### src/design/vnm_pkg.sv
// ----------------------------------------------------------------------------
// vnm_pkg
// Shared widths, hash constants, register indexes and types for the value
// noise normal map pixel pipeline.
// ----------------------------------------------------------------------------
package vnm_pkg;

	localparam int COORD_W     = 12;
	localparam int SIZE_W      = 13;
	localparam int MAX_SIZE    = 4096;
	localparam int SCALE_SHIFT = 18;                 // x * 4 * 2^16
	localparam int POS_FRAC_W  = 16;
	localparam int POS_W       = COORD_W + SCALE_SHIFT;
	localparam int CELL_W      = POS_W - POS_FRAC_W;
	localparam int WGT_W       = POS_FRAC_W + 1;     // weight reaches 1.0
	localparam int NOISE_W     = 16;
	localparam int AMP_W       = 16;
	localparam int SEED_W      = 32;
	localparam int HASH_W      = 32;
	localparam int HASH_LAT    = 6;
	localparam int SLOPE_W     = 25;
	localparam int RAD_W       = 50;
	localparam int ROOT_W      = 25;
	localparam int LEN_W       = ROOT_W + 1;
	localparam int CHAN_W      = 8;
	localparam int CFG_IDX_W   = 2;
	localparam int CFG_DATA_W  = 32;

	localparam logic [HASH_W-1:0] HASH_K_X    = 32'h9E3779B1;
	localparam logic [HASH_W-1:0] HASH_K_Y    = 32'h85EBCA77;
	localparam logic [HASH_W-1:0] HASH_K_SEED = 32'hC2B2AE3D;
	localparam logic [HASH_W-1:0] HASH_K_MIX1 = 32'h7FEB352D;
	localparam logic [HASH_W-1:0] HASH_K_MIX2 = 32'h846CA68B;

	localparam logic [CFG_IDX_W-1:0] REG_TEXTURE_SIZE = 2'd0;
	localparam logic [CFG_IDX_W-1:0] REG_NOISE_SEED   = 2'd1;
	localparam logic [CFG_IDX_W-1:0] REG_BUMP_AMP     = 2'd2;

	localparam logic [SLOPE_W-1:0] UNIT_Q20 = SLOPE_W'(1 << 20);
	localparam logic [RAD_W-1:0]   RAD_BIAS = RAD_W'(64'd1 << 40);

	// signed slope in Q.20, sign and magnitude
	typedef struct packed {
		logic               neg;
		logic [SLOPE_W-1:0] mag;
	} slope_t;

endpackage

### src/design/vnm_coord_div.sv
// ----------------------------------------------------------------------------
// vnm_coord_div
// Pipelined restoring divider: (coord << 18) / size for x and y, one
// quotient bit per stage.
// ----------------------------------------------------------------------------
module vnm_coord_div (
	input  logic                        clk,
	input  logic                        arst_n,
	input  logic                        en,
	input  logic                        in_valid,
	input  logic [vnm_pkg::COORD_W-1:0] coord_x,
	input  logic [vnm_pkg::COORD_W-1:0] coord_y,
	input  logic [vnm_pkg::SIZE_W-1:0]  divisor,
	output logic                        out_valid,
	output logic [vnm_pkg::POS_W-1:0]   pos_x,
	output logic [vnm_pkg::POS_W-1:0]   pos_y
);
	import vnm_pkg::*;

	localparam int STAGES = POS_W;

	logic [SIZE_W-1:0] rem_s [STAGES][2];
	logic [POS_W-1:0]  acc_s [STAGES][2];
	logic              vld_s [STAGES];

	for (genvar k = 0; k < STAGES; k++) begin : g_stage
		logic [SIZE_W-1:0] rem_in [2];
		logic [POS_W-1:0]  acc_in [2];
		logic              v_in;
		logic [SIZE_W:0]   trial  [2];
		logic              fits   [2];
		logic [SIZE_W-1:0] rem_nx [2];
		logic [POS_W-1:0]  acc_nx [2];

		if (k == 0) begin : g_head
			always_comb begin
				rem_in[0] = '0;
				rem_in[1] = '0;
				acc_in[0] = {coord_x, {SCALE_SHIFT{1'b0}}};
				acc_in[1] = {coord_y, {SCALE_SHIFT{1'b0}}};
				v_in      = in_valid;
			end
		end else begin : g_body
			always_comb begin
				rem_in[0] = rem_s[k-1][0];
				rem_in[1] = rem_s[k-1][1];
				acc_in[0] = acc_s[k-1][0];
				acc_in[1] = acc_s[k-1][1];
				v_in      = vld_s[k-1];
			end
		end

		always_comb begin
			for (int l = 0; l < 2; l++) begin
				trial[l]  = {rem_in[l], acc_in[l][POS_W-1]};
				fits[l]   = trial[l] >= {1'b0, divisor};
				rem_nx[l] = fits[l] ? SIZE_W'(trial[l] - {1'b0, divisor})
				                    : trial[l][SIZE_W-1:0];
				acc_nx[l] = {acc_in[l][POS_W-2:0], fits[l]};
			end
		end

		always_ff @(posedge clk or negedge arst_n) begin
			if (!arst_n) begin
				vld_s[k] <= 1'b0;
			end else if (en) begin
				vld_s[k] <= v_in;
			end
		end

		always_ff @(posedge clk) begin
			if (en) begin
				for (int l = 0; l < 2; l++) begin
					rem_s[k][l] <= rem_nx[l];
					acc_s[k][l] <= acc_nx[l];
				end
			end
		end
	end

	assign out_valid = vld_s[STAGES-1];
	assign pos_x     = acc_s[STAGES-1][0];
	assign pos_y     = acc_s[STAGES-1][1];

endmodule

### config.mk
export PLATFORM = sky130hd
export DESIGN_NAME = vnm_coord_div
export DESIGN_NICKNAME = d
export VERILOG_FILES = /design/src/design/vnm_pkg.sv /design/src/design/vnm_coord_div.sv
export SDC_FILE = /design/constraint.sdc
export NUM_CORES = 2
export LEC_CHECK = 0
export BUFFER_PORTS_ARGS = -buffer_cell sky130_fd_sc_hd__buf_4
export CAP_MARGIN = 15
export CORE_MARGIN = 4
export CORE_UTILIZATION = 30
export DETAILED_ROUTE_END_ITERATION = 16
export GPL_TIMING_DRIVEN = 0
export MAX_ROUTING_LAYER = met4
export PLACE_DENSITY_LB_ADDON = 0.25
export SYNTH_ARGS = -nofsm -noshare
export SYNTH_HDL_FRONTEND = slang
export SYNTH_SLANG_ARGS = --single-unit
### constraint.sdc
create_clock -name clk -period 3.89 [get_ports clk]
set_input_delay 0.389 -clock clk [delete_from_list [all_inputs] [get_ports clk]]
set_output_delay 0.389 -clock clk [all_outputs]
set_load 0.01 [all_outputs]
==> run_results.csv <==
group,metric,value,unit
die,initial_utilization,0.301,
critical_path,startpoint,"divisor[2]",
die,die_width,584,um
pwr,leakage,0.0435,uW
sta,hold_viol_final,0,
die,pin_count,102,
pwr,p_int,63700,uW
synth,synth_area_leader_cell,"edfxtp_1",
routing,firstDrtPassIters,5,
cts,clockBufferDepth,4,
synth,synth_most_common_cell,"edfxtp_1",
sta,worst_slew_pin_slew,1170,ps
critical_path,cpMaxStageDelayCell,"a2111oi_4",
synth,synth.area.top_cells,"edfxtp_1, ha_1, mux2_2",
cts,cts_tree,"done",
critical_path,rr_startpoint,"acc_s[0][269]$_DFFE_PP_",
global_routing,grt_use_total,0.127,
cts,clock-sinks,1846,
critical_path,critPathMaxFanout,33,
routing,dr.first_iter.drc_count,3933,
final_layout,fillCellCount,31700,
sta,period_needed,3720,ps
sta,fmax,269,MHz
global_routing,grt_pass1_wl,342,mm
global_routing,antenna_found_initial,2,
placement,dpl.hpwl,141,mm
pwr,share_comb_of_total_power,0.446,
cts,cts_buffers,218,
final_layout,final_nets,8826,
synth,synth-seq-cells,1846,
critical_path,reg2reg_setup_slack,410,ps
cts,cts_max_level,4,
pwr,switching_power,32500,uW
synth,yosysTopAreaCellShare,0.549,
final_layout,area_delta_synth_final,16.9,%
cts,root_buffer,"clkbuf_16",
cts,clk_pin_slew,60,ps
placement,port_buffers,101,
pwr,power_density,829,nW/um2
die,fp.dieH,584,um
routing,routedWlPerCell,17.3,um
synth,ys_async_sr_fraction,0.0163,
sta,drv_slew,0,
die,rows,211,
min_path,hold_start,"divisor[10]",
routing,ant_nets,0,
critical_path,worstPathRequired,4470,ps
status,status,"finished, final reports clean",
synth,ys.flop_type,"edfxtp_1",
sta,setup_ws,172,ps
global_routing,grt_pass1_vias,62300,
sta,slew_headroom,0.216,
sta,clock_skew,57.8,ps
die,coreArea,330000,um2
final_layout,layout-drive-gt1-share,0.171,
synth,syn_nets,8427,
sta,setup_tns,0,ps
critical_path,crit_chain,"dlygate4sd3_1 -> buf_4 -> inv_4 -> buf_16 -> ha_1 -> a211oi_2 -> o21ai_1 -> a21oi_2 -> o21ai_2 -> a2111oi_4 -> buf_6 -> mux2_4",
placement,dp_slack,-1580,ps
placement,place_congestion,0.841,
final_layout,utilization,0.352,
critical_path,critPathMaxStageDelay,610,ps
synth,synth_cell_type_count,84,
pwr,p_seq_frac,0.333,
cts,clk_latency,890,ps
pwr,p_sw_frac,0.338,
synth,yosysWarnings,0,
synth,postSynthCellCount,7574,
routing,routed-via-count,61500,
synth,ys_seq_area_frac,0.556,
flow_run,maxCapViolations,0,
critical_path,end_kind,"register",
synth,ys_top_cells_by_count,"edfxtp_1, ha_1, mux2_2, a21oi_1, nor2_1",
routing,route.detailed.drc,0,
pwr,peakVddDrop,375,uV
critical_path,cp.arrival,4300,ps
synth,synth-edff-count,1816,
routing,drt_wl_total,217,mm
global_routing,overflow,0,
die,die_area,340000,um2
critical_path,crit_type,"input port to register",
sta,setup_viol,0,
synth,syn_area_per_cell,13.1,um2
sta,rsz0062_at_grt,"false",
critical_path,critPathLaunchType,"input port",
sta,period_share,0.956,
synth,syn-cell-area,99400,um2
routing,viasPerCell,4.92,
global_routing,grt_max_degree,181,
min_path,holdCritPathClass,"input port to register",
pwr,pwr-share-clk,0.221,
placed cells by master (no fill, tap or decap), drive strengths merged, types with 75 or more instances in the layout:
| cell type | n |
|---|---|
| a21o | 155 |
| nor2b | 134 |
| xnor2 | 299 |
| o211ai | 84 |
| nand2b | 113 |
| mux2 | 598 |
| o21ai | 349 |
| edfxtp | 1816 |
| nand2 | 218 |
| clkbuf | 287 |
| ha | 756 |
| nor2 | 532 |
| mux2i | 109 |
| xor2 | 182 |
| buf | 250 |
| a21oi | 578 |
| nand3 | 82 |
| o21a | 188 |
| clkinv | 75 |
| nor3 | 152 |
| a211oi | 84 |
| inv | 239 |
kinds of logic (layout without fill, tap and decap cells):
family | count (synthesis) | after routing | synth area share
compound gates | 1887 | 1887 | 0.127
xor+xnor | 481 | 481 | 0.0424
fa+ha+maj | 812 | 812 | 0.106
buf+inv | 382 | 957 | 0.0181
flops | 1846 | 1846 | 0.556
mux | 707 | 707 | 0.0790
other cells | 0 | 1 | 0
simple gates | 1459 | 1459 | 0.0711
per-stage QoR:
step           cells  power, uW  hold WS, ps  cell area, um2
6_report       12500      96200          110          116000
5_1_grt        12500     103000         50.8          116000
4_1_cts        12500      97500         11.0          116000
3_5_place_dp   12100      75200          333          108000
3_3_place_gp   12000      75000          325          107000
2_1_floorplan   7574      65800         93.4          101000
critical path, delay by kind of cell:
family | cells | cell delay [ps]
buffers and inverters | 5 | 1650
AO/OA/AOI/OAI | 5 | 1420
adder cells (fa/ha/maj) | 1 | 380
multiplexers | 1 | 310
registers in the layout, indices dropped and copies added, names as in the netlist:
| signal | flops |
|---|---|
| out_valid | 1 |
| rem_s | 754 |
| acc_s | 1062 |
| g_stage.v_in | 29 |
metal layers:
layer  track usage  share of wire  vias to the layer above
met5             -              0                        -
met4        0.0356          0.028                        0
met3        0.0191          0.039                      382
met2         0.205           0.46                     1039
met1         0.166           0.47                    30000
li1              -              -                    30200
power groups by stage:
stage,clock [uW],sequential [uW],combinational [uW]
global placement,0,33100,41900
global route,23000,32600,47400
finish,21300,32100,42900
floorplan,0,31200,34700
CTS,22300,32100,43100
detailed placement,0,32500,42700
layout make-up:
| type | instances | area [um2] | share of cell area |
|---|---|---|---|
| flip-flops and latches | 1846 | 55300 | 0.476 |
| plain buffers | 151 | 1140 | 0.00983 |
| repair inverters | 1 | 5.00 | 0.0000431 |
| clock inverters | 145 | 1760 | 0.0152 |
| clock buffers | 251 | 5670 | 0.0489 |
| well taps | 4366 | 5460 | 0.0470 |
| inverters | 230 | 922 | 0.00794 |
| diodes | 1 | 2.50 | 0.0000215 |
| repair buffers | 179 | 2040 | 0.0176 |
| multi-input cells | 5346 | 43800 | 0.377 |
path summary, 6_finish.rpt:
path                                                end  cells past startpoint
hold reg to reg                 acc_s[1][665]$_DFFE_PP_                      0
min in group asynchronous  g_stage[27].v_in$_DFFE_PN0P_                      4
setup / recovery                 rem_s[28][7]$_DFFE_PP_                     12
setup reg to reg                 rem_s[5][10]$_DFFE_PP_                     10
max in group asynchronous   g_stage[6].v_in$_DFFE_PN0P_                      4
hold / removal               rem_s[0][17]$_SDFFCE_PN0P_                      4
repair_timing:
| action | in CTS | in global routing |
|---|---|---|
| hold endpoints to repair | 147 | 0 |
| hold buffers | 46 | 0 |
| cloned | 1 | 0 |
| gates resized for setup | 2 | 2 |
| buffers inserted | 4 | 0 |
| pin swaps | 0 | 0 |
| setup endpoints to repair | 382 | 13 |
Note: power is estimated with default switching activity, not from simulation.
