==> src/design/vnm_pkg.sv <==
// ----------------------------------------------------------------------------
// vnm_pkg
// Shared widths, hash constants, register indexes and types for the value
// noise normal map pixel pipeline.
// ----------------------------------------------------------------------------
package vnm_pkg;

	localparam int COORD_W     = 12;
	localparam int SIZE_W      = 13;
	localparam int MAX_SIZE    = 4096;
	localparam int SCALE_SHIFT = 18;                 // x * 4 * 2^16
	localparam int POS_FRAC_W  = 16;
	localparam int POS_W       = COORD_W + SCALE_SHIFT;
	localparam int CELL_W      = POS_W - POS_FRAC_W;
	localparam int WGT_W       = POS_FRAC_W + 1;     // weight reaches 1.0
	localparam int NOISE_W     = 16;
	localparam int AMP_W       = 16;
	localparam int SEED_W      = 32;
	localparam int HASH_W      = 32;
	localparam int HASH_LAT    = 6;
	localparam int SLOPE_W     = 25;
	localparam int RAD_W       = 50;
	localparam int ROOT_W      = 25;
	localparam int LEN_W       = ROOT_W + 1;
	localparam int CHAN_W      = 8;
	localparam int CFG_IDX_W   = 2;
	localparam int CFG_DATA_W  = 32;

	localparam logic [HASH_W-1:0] HASH_K_X    = 32'h9E3779B1;
	localparam logic [HASH_W-1:0] HASH_K_Y    = 32'h85EBCA77;
	localparam logic [HASH_W-1:0] HASH_K_SEED = 32'hC2B2AE3D;
	localparam logic [HASH_W-1:0] HASH_K_MIX1 = 32'h7FEB352D;
	localparam logic [HASH_W-1:0] HASH_K_MIX2 = 32'h846CA68B;

	localparam logic [CFG_IDX_W-1:0] REG_TEXTURE_SIZE = 2'd0;
	localparam logic [CFG_IDX_W-1:0] REG_NOISE_SEED   = 2'd1;
	localparam logic [CFG_IDX_W-1:0] REG_BUMP_AMP     = 2'd2;

	localparam logic [SLOPE_W-1:0] UNIT_Q20 = SLOPE_W'(1 << 20);
	localparam logic [RAD_W-1:0]   RAD_BIAS = RAD_W'(64'd1 << 40);

	// signed slope in Q.20, sign and magnitude
	typedef struct packed {
		logic               neg;
		logic [SLOPE_W-1:0] mag;
	} slope_t;

endpackage

==> src/design/vnm_sqrt.sv <==
// ----------------------------------------------------------------------------
// vnm_sqrt
// Pipelined digit-by-digit square root, one root bit per stage, then round
// to nearest. Carries both slopes along.
// ----------------------------------------------------------------------------
module vnm_sqrt (
	input  logic                      clk,
	input  logic                      arst_n,
	input  logic                      en,
	input  logic                      in_valid,
	input  logic [vnm_pkg::RAD_W-1:0] rad,
	input  vnm_pkg::slope_t           slope_x,
	input  vnm_pkg::slope_t           slope_y,
	output logic                      out_valid,
	output logic [vnm_pkg::LEN_W-1:0] len,
	output vnm_pkg::slope_t           out_slope_x,
	output vnm_pkg::slope_t           out_slope_y
);
	import vnm_pkg::*;

	localparam int REM_W = ROOT_W + 2;

	logic [REM_W-1:0]  rem_s  [ROOT_W];
	logic [ROOT_W-1:0] root_s [ROOT_W];
	logic [RAD_W-1:0]  rad_s  [ROOT_W];
	slope_t            sx_s   [ROOT_W];
	slope_t            sy_s   [ROOT_W];
	logic              vld_s  [ROOT_W];

	for (genvar k = 0; k < ROOT_W; k++) begin : g_stage
		logic [REM_W-1:0]  rem_in;
		logic [ROOT_W-1:0] root_in;
		logic [RAD_W-1:0]  rad_in;
		slope_t            sx_in, sy_in;
		logic              v_in;
		logic [REM_W+1:0]  nx, trial;
		logic              fits;

		if (k == 0) begin : g_head
			assign rem_in  = '0;
			assign root_in = '0;
			assign rad_in  = rad;
			assign sx_in   = slope_x;
			assign sy_in   = slope_y;
			assign v_in    = in_valid;
		end else begin : g_body
			assign rem_in  = rem_s[k-1];
			assign root_in = root_s[k-1];
			assign rad_in  = rad_s[k-1];
			assign sx_in   = sx_s[k-1];
			assign sy_in   = sy_s[k-1];
			assign v_in    = vld_s[k-1];
		end

		assign nx    = {rem_in, rad_in[RAD_W-1 -: 2]};
		assign trial = {2'b00, root_in, 2'b01};
		assign fits  = nx >= trial;

		always_ff @(posedge clk or negedge arst_n) begin
			if (!arst_n) begin
				vld_s[k] <= 1'b0;
			end else if (en) begin
				vld_s[k] <= v_in;
			end
		end

		always_ff @(posedge clk) begin
			if (en) begin
				rem_s[k]  <= fits ? REM_W'(nx - trial) : nx[REM_W-1:0];
				root_s[k] <= {root_in[ROOT_W-2:0], fits};
				rad_s[k]  <= {rad_in[RAD_W-3:0], 2'b00};
				sx_s[k]   <= sx_in;
				sy_s[k]   <= sy_in;
			end
		end
	end

	// round: bump when remainder exceeds the root
	logic [LEN_W-1:0] len_s;
	slope_t           sx_r_s, sy_r_s;
	logic             vld_r_s;

	always_ff @(posedge clk or negedge arst_n) begin
		if (!arst_n) begin
			vld_r_s <= 1'b0;
		end else if (en) begin
			vld_r_s <= vld_s[ROOT_W-1];
		end
	end

	always_ff @(posedge clk) begin
		if (en) begin
			len_s  <= {1'b0, root_s[ROOT_W-1]}
			        + LEN_W'(rem_s[ROOT_W-1] > {2'b00, root_s[ROOT_W-1]});
			sx_r_s <= sx_s[ROOT_W-1];
			sy_r_s <= sy_s[ROOT_W-1];
		end
	end

	assign out_valid   = vld_r_s;
	assign len         = len_s;
	assign out_slope_x = sx_r_s;
	assign out_slope_y = sy_r_s;

endmodule

==> config.mk <==
export PLATFORM = sky130hd
export DESIGN_NAME = vnm_sqrt
export DESIGN_NICKNAME = d
export VERILOG_FILES = /design/src/design/vnm_pkg.sv /design/src/design/vnm_sqrt.sv
export SDC_FILE = /design/constraint.sdc
export NUM_CORES = 2
export LEC_CHECK = 0
export BUFFER_PORTS_ARGS = -buffer_cell sky130_fd_sc_hd__buf_2
export CAP_MARGIN = 20
export CORE_ASPECT_RATIO = 1.4
export CORE_MARGIN = 4
export CORE_UTILIZATION = 50
export CTS_CLUSTER_SIZE = 10
export DETAILED_ROUTE_END_ITERATION = 8
export PLACE_DENSITY = 0.66
export SLEW_MARGIN = 20
export SYNTH_ARGS = -nofsm -noshare
export SYNTH_HDL_FRONTEND = slang
export SYNTH_SLANG_ARGS = --single-unit
==> constraint.sdc <==
create_clock -name clk -period 4.11 [get_ports clk]
set_input_delay 0.822 -clock clk [delete_from_list [all_inputs] [get_ports clk]]
set_output_delay 0.822 -clock clk [all_outputs]
set_load 0.02 [all_outputs]
==> impl_metrics.csv <==
group,metric,value,unit
run_status,status,"finished clean",
global_route,grtUsageTotal,17.5,%
place,finalWeightedCongestion,0.927,
synth,synthCells,7311,
synth,synthArstFlopShare,0.876,%
floorplanning,dieArea,242000,sq um
clock_tree,htreeDepth,5,
timing,period_share,92.0,%
finish,final_cell_mix,"edfxtp_1, inv_1, nand2_1",
clock_tree,clk_latency,0.86,ns
power,p_seq_share,52.3,%
critical_path,worstReg2RegEnd,"len[22]$_DFFE_PP_",
finish,final_common_cell,"edfxtp_1",
timing,worst_slew_pin_slew,0.982,ns
critical_path,worstSetupPathType,"flop to flop",
detailed_routing,drcViolationCount,0,
critical_path,crit_path_end_kind,"flop",
timing,hold_slack,0.114,ns
detailed_routing,vias,59900,
clock_tree,clk_path_buf_depth,4,
floorplanning,io_pins,185,
global_route,antenna_found_initial,9,
critical_path,ff2ff_path_depth,20,
min_path,worstHoldStart,"slope_x[16]",
synth,yosysWarnings,0,
power,p_per_area,554,nW/um^2
synth,synth_nets,7798,
detailed_routing,first_pass_iters,7,
synth,synth-edff-count,2941,
finish,multi_input_area,25800,sq um
power,combPwrFrac,12.4,%
global_route,overflow,0,
detailed_routing,routed_wl,213,mm
global_route,grt_pass1_vias,62800,
power,p_int,55.7,mW
power,power.switching,17.5,mW
run,maxCapViolations,0,
synth,ys.flop_type,"edfxtp_1",
place,port_buffers,184,
timing,tns,0,ns
finish,drive_gt1_share,10.9,%
timing,max-slew-margin-rel,32.9,%
floorplanning,row_count,209,
synth,synth.distinct_cells,87,
finish,seqCellArea,89000,sq um
timing,final_max_slew_viol_count,0,
min_path,hold_class,"input port to flop",
synth,avgSynthCellArea,16.0,sq um
floorplanning,fp.dieW,417,um
critical_path,worst-path-max-fanout,3,
floorplanning,initial_utilization,50.3,%
finish,fillers,17900,
global_route,grt_pass1_wl,333,mm
timing,period_needed,3.78,ns
clock_tree,cts_tree,"built",
timing,fmax,265,MHz
critical_path,r2r_start,"root_s[1][220]$_DFFE_PP_",
floorplanning,coreArea,232000,sq um
clock_tree,numCtsBuffers,342,
synth,ys_ff_latch,2967,
clock_tree,clkTransAtPathRegs,0.06,ns
power,p_leak,48.5,nW
critical_path,required,4.67,ns
power,swShare,23.9,%
global_route,grt_max_degree,173,
detailed_routing,ant_nets,0,
clock_tree,clock_sinks,2967,
synth,yosysSeqAreaShare,76.1,%
min_path,hold_depth,1,
detailed_routing,drtIter0Drc,3465,
critical_path,worst_ep_arrival_time,4.34,ns
min_path,holdPathEnd,"sx_s[0][16]$_DFFE_PP_",
critical_path,cp-start-kind,"flop",
clock_tree,cts_root_buffer,"clkbuf_16",
timing,skew,0.0571,ns
detailed_routing,vias_per_cell,5.43,
place,dpl.hpwl,148,mm
power,p_clk_share,35.3,%
detailed_routing,wire_per_inst,19.3,um
critical_path,rrSetupSlack,0.33,ns
power,ir_worst_vdd,0.423,mV
timing,rsz0062_at_grt,"no",
finish,areaGrowthSynthToFinish,13.0,%
synth,synth_area,117000,sq um
finish,nets,8389,
timing,final_hold_viol_count,0,
floorplanning,fp.dieH,580,um
timing,setup_viol,0,
==> cells by family (layout without fill, tap and decap cells) <==
group | count (synthesis) | count (layout) | share of synthesized area [%]
fa+ha+maj | 381 | 381 | 4.08
flops | 2967 | 2967 | 76.1
buf+inv | 591 | 1248 | 1.91
xor+xnor | 521 | 521 | 3.90
mux | 83 | 83 | 0.790
other cells | 1 | 3 | 0.00321
simple gates | 1584 | 1584 | 6.83
compound gates | 1183 | 1183 | 6.40
==> how the worst max path moves through the flow <==
stage,cells after the start,slack (ns),startpoint,endpoint
CTS,20,0.11,root_s[1][201]$_DFFE_PP_,len[21]$_DFFE_PP_
finish,20,0.33,root_s[1][220]$_DFFE_PP_,len[22]$_DFFE_PP_
floorplan,17,0.64,root_s[1][201]$_DFFE_PP_,len[24]$_DFFE_PP_
global placement,20,0.005,root_s[1][201]$_DFFE_PP_,len[21]$_DFFE_PP_
global route,20,0.03,root_s[1][201]$_DFFE_PP_,len[21]$_DFFE_PP_
detailed placement,20,0.06,root_s[1][201]$_DFFE_PP_,len[21]$_DFFE_PP_
==> registers in the layout, indices dropped and copies added, names as in the netlist <==
register	flops
sx_s	650
sy_s	650
rem_s	638
rad_s	600
root_s	325
len	26
out_slope_x	26
out_slope_y	26
g_stage.v_in	24
out_valid	1
vld_s	1
==> critical path, cell delays in order, from the launching register on <==
cell,delay (ns)
edfxtp_1,0.41
inv_1,0.15
ha_1,0.26
a21o_1,0.18
a21o_1,0.16
a21oi_1,0.14
nor2b_1,0.05
o21ai_0,0.54
o311a_1,0.28
a31oi_1,0.04
buf_4,0.14
ha_1,0.18
ha_1,0.20
nand2_2,0.12
nor3_2,0.06
buf_4,0.14
nand2_1,0.12
buf_4,0.13
nor2_2,0.04
nand3_1,0.09
xnor2_1,0.07
==> metal layers <==
metal | track usage, % | share of wire, % | vias up
met2 | 34.9 | 57 | 1281
met5 | 0 | 0.0061 | -
li1 | - | - | 28700
met4 | 9.79 | 5.9 | 2
met1 | 16.4 | 33 | 29200
met3 | 2.91 | 3.6 | 648
==> area by class of cell <==
class                   count  share of cell area [%]
clock inverters            24                   0.243
flip-flops and latches   2967                    67.3
repair buffers            353                    1.90
inverters                 485                    1.38
diodes                      2                 0.00379
multi-input cells        3753                    19.5
well taps                3059                    2.90
clock buffers             386                    6.72
==> through the flow <==
stage / instance area (sq um) / setup WS (ns) / std cells / util, % / power (mW)
2_1_floorplan: 117000 / 0.644 / 7311 / - / 44.4
3_3_place_gp: 123000 / 0.00528 / 10600 / 52.9 / 47.6
3_5_place_dp: 123000 / 0.0625 / 10600 / 52.9 / 47.9
4_1_cts: 132000 / 0.110 / 11000 / 56.9 / 74.1
5_1_grt: 132000 / 0.0322 / 11000 / 56.9 / 76.6
6_report: 132000 / 0.330 / 11000 / 56.9 / 73.2
==> power groups by stage <==
stage	logic, mW	registers, mW	clock network [mW]
2_1_floorplan	6.09	38.3	0
3_3_place_gp	8.89	38.7	0
3_5_place_dp	9.08	38.8	0
4_1_cts	9.13	38.3	26.8
5_1_grt	10.1	38.5	28.0
6_report	9.10	38.2	25.8
==> synthesized netlist by cell type (88+ instances only) <==
cell type / number / area [sq um]
a21oi_1: 340 / 1700
nand2_1: 397 / 1490
nor3_1: 157 / 786
ha_1: 381 / 4770
inv_1: 481 / 1810
xor2_1: 224 / 1960
o21ai_0: 288 / 1440
nand3_1: 120 / 601
edfxtp_1: 2941 / 88300
a21o_1: 128 / 961
clkbuf_1: 88 / 330
nor2_1: 354 / 1330
xnor2_1: 297 / 2600
==> timing repair <==
| action | 4_1_cts | 5_1_grt |
|---|---|---|
| hold buffers | 1 | 0 |
| pin swaps | 0 | 3 |
| resized for setup | 1 | 5 |
| setup buffers | 0 | 2 |
| endpoints found under the hold margin | 25 | 0 |
| endpoints found under the setup margin | 1 | 3 |
Power figures use the tool's default switching activity.
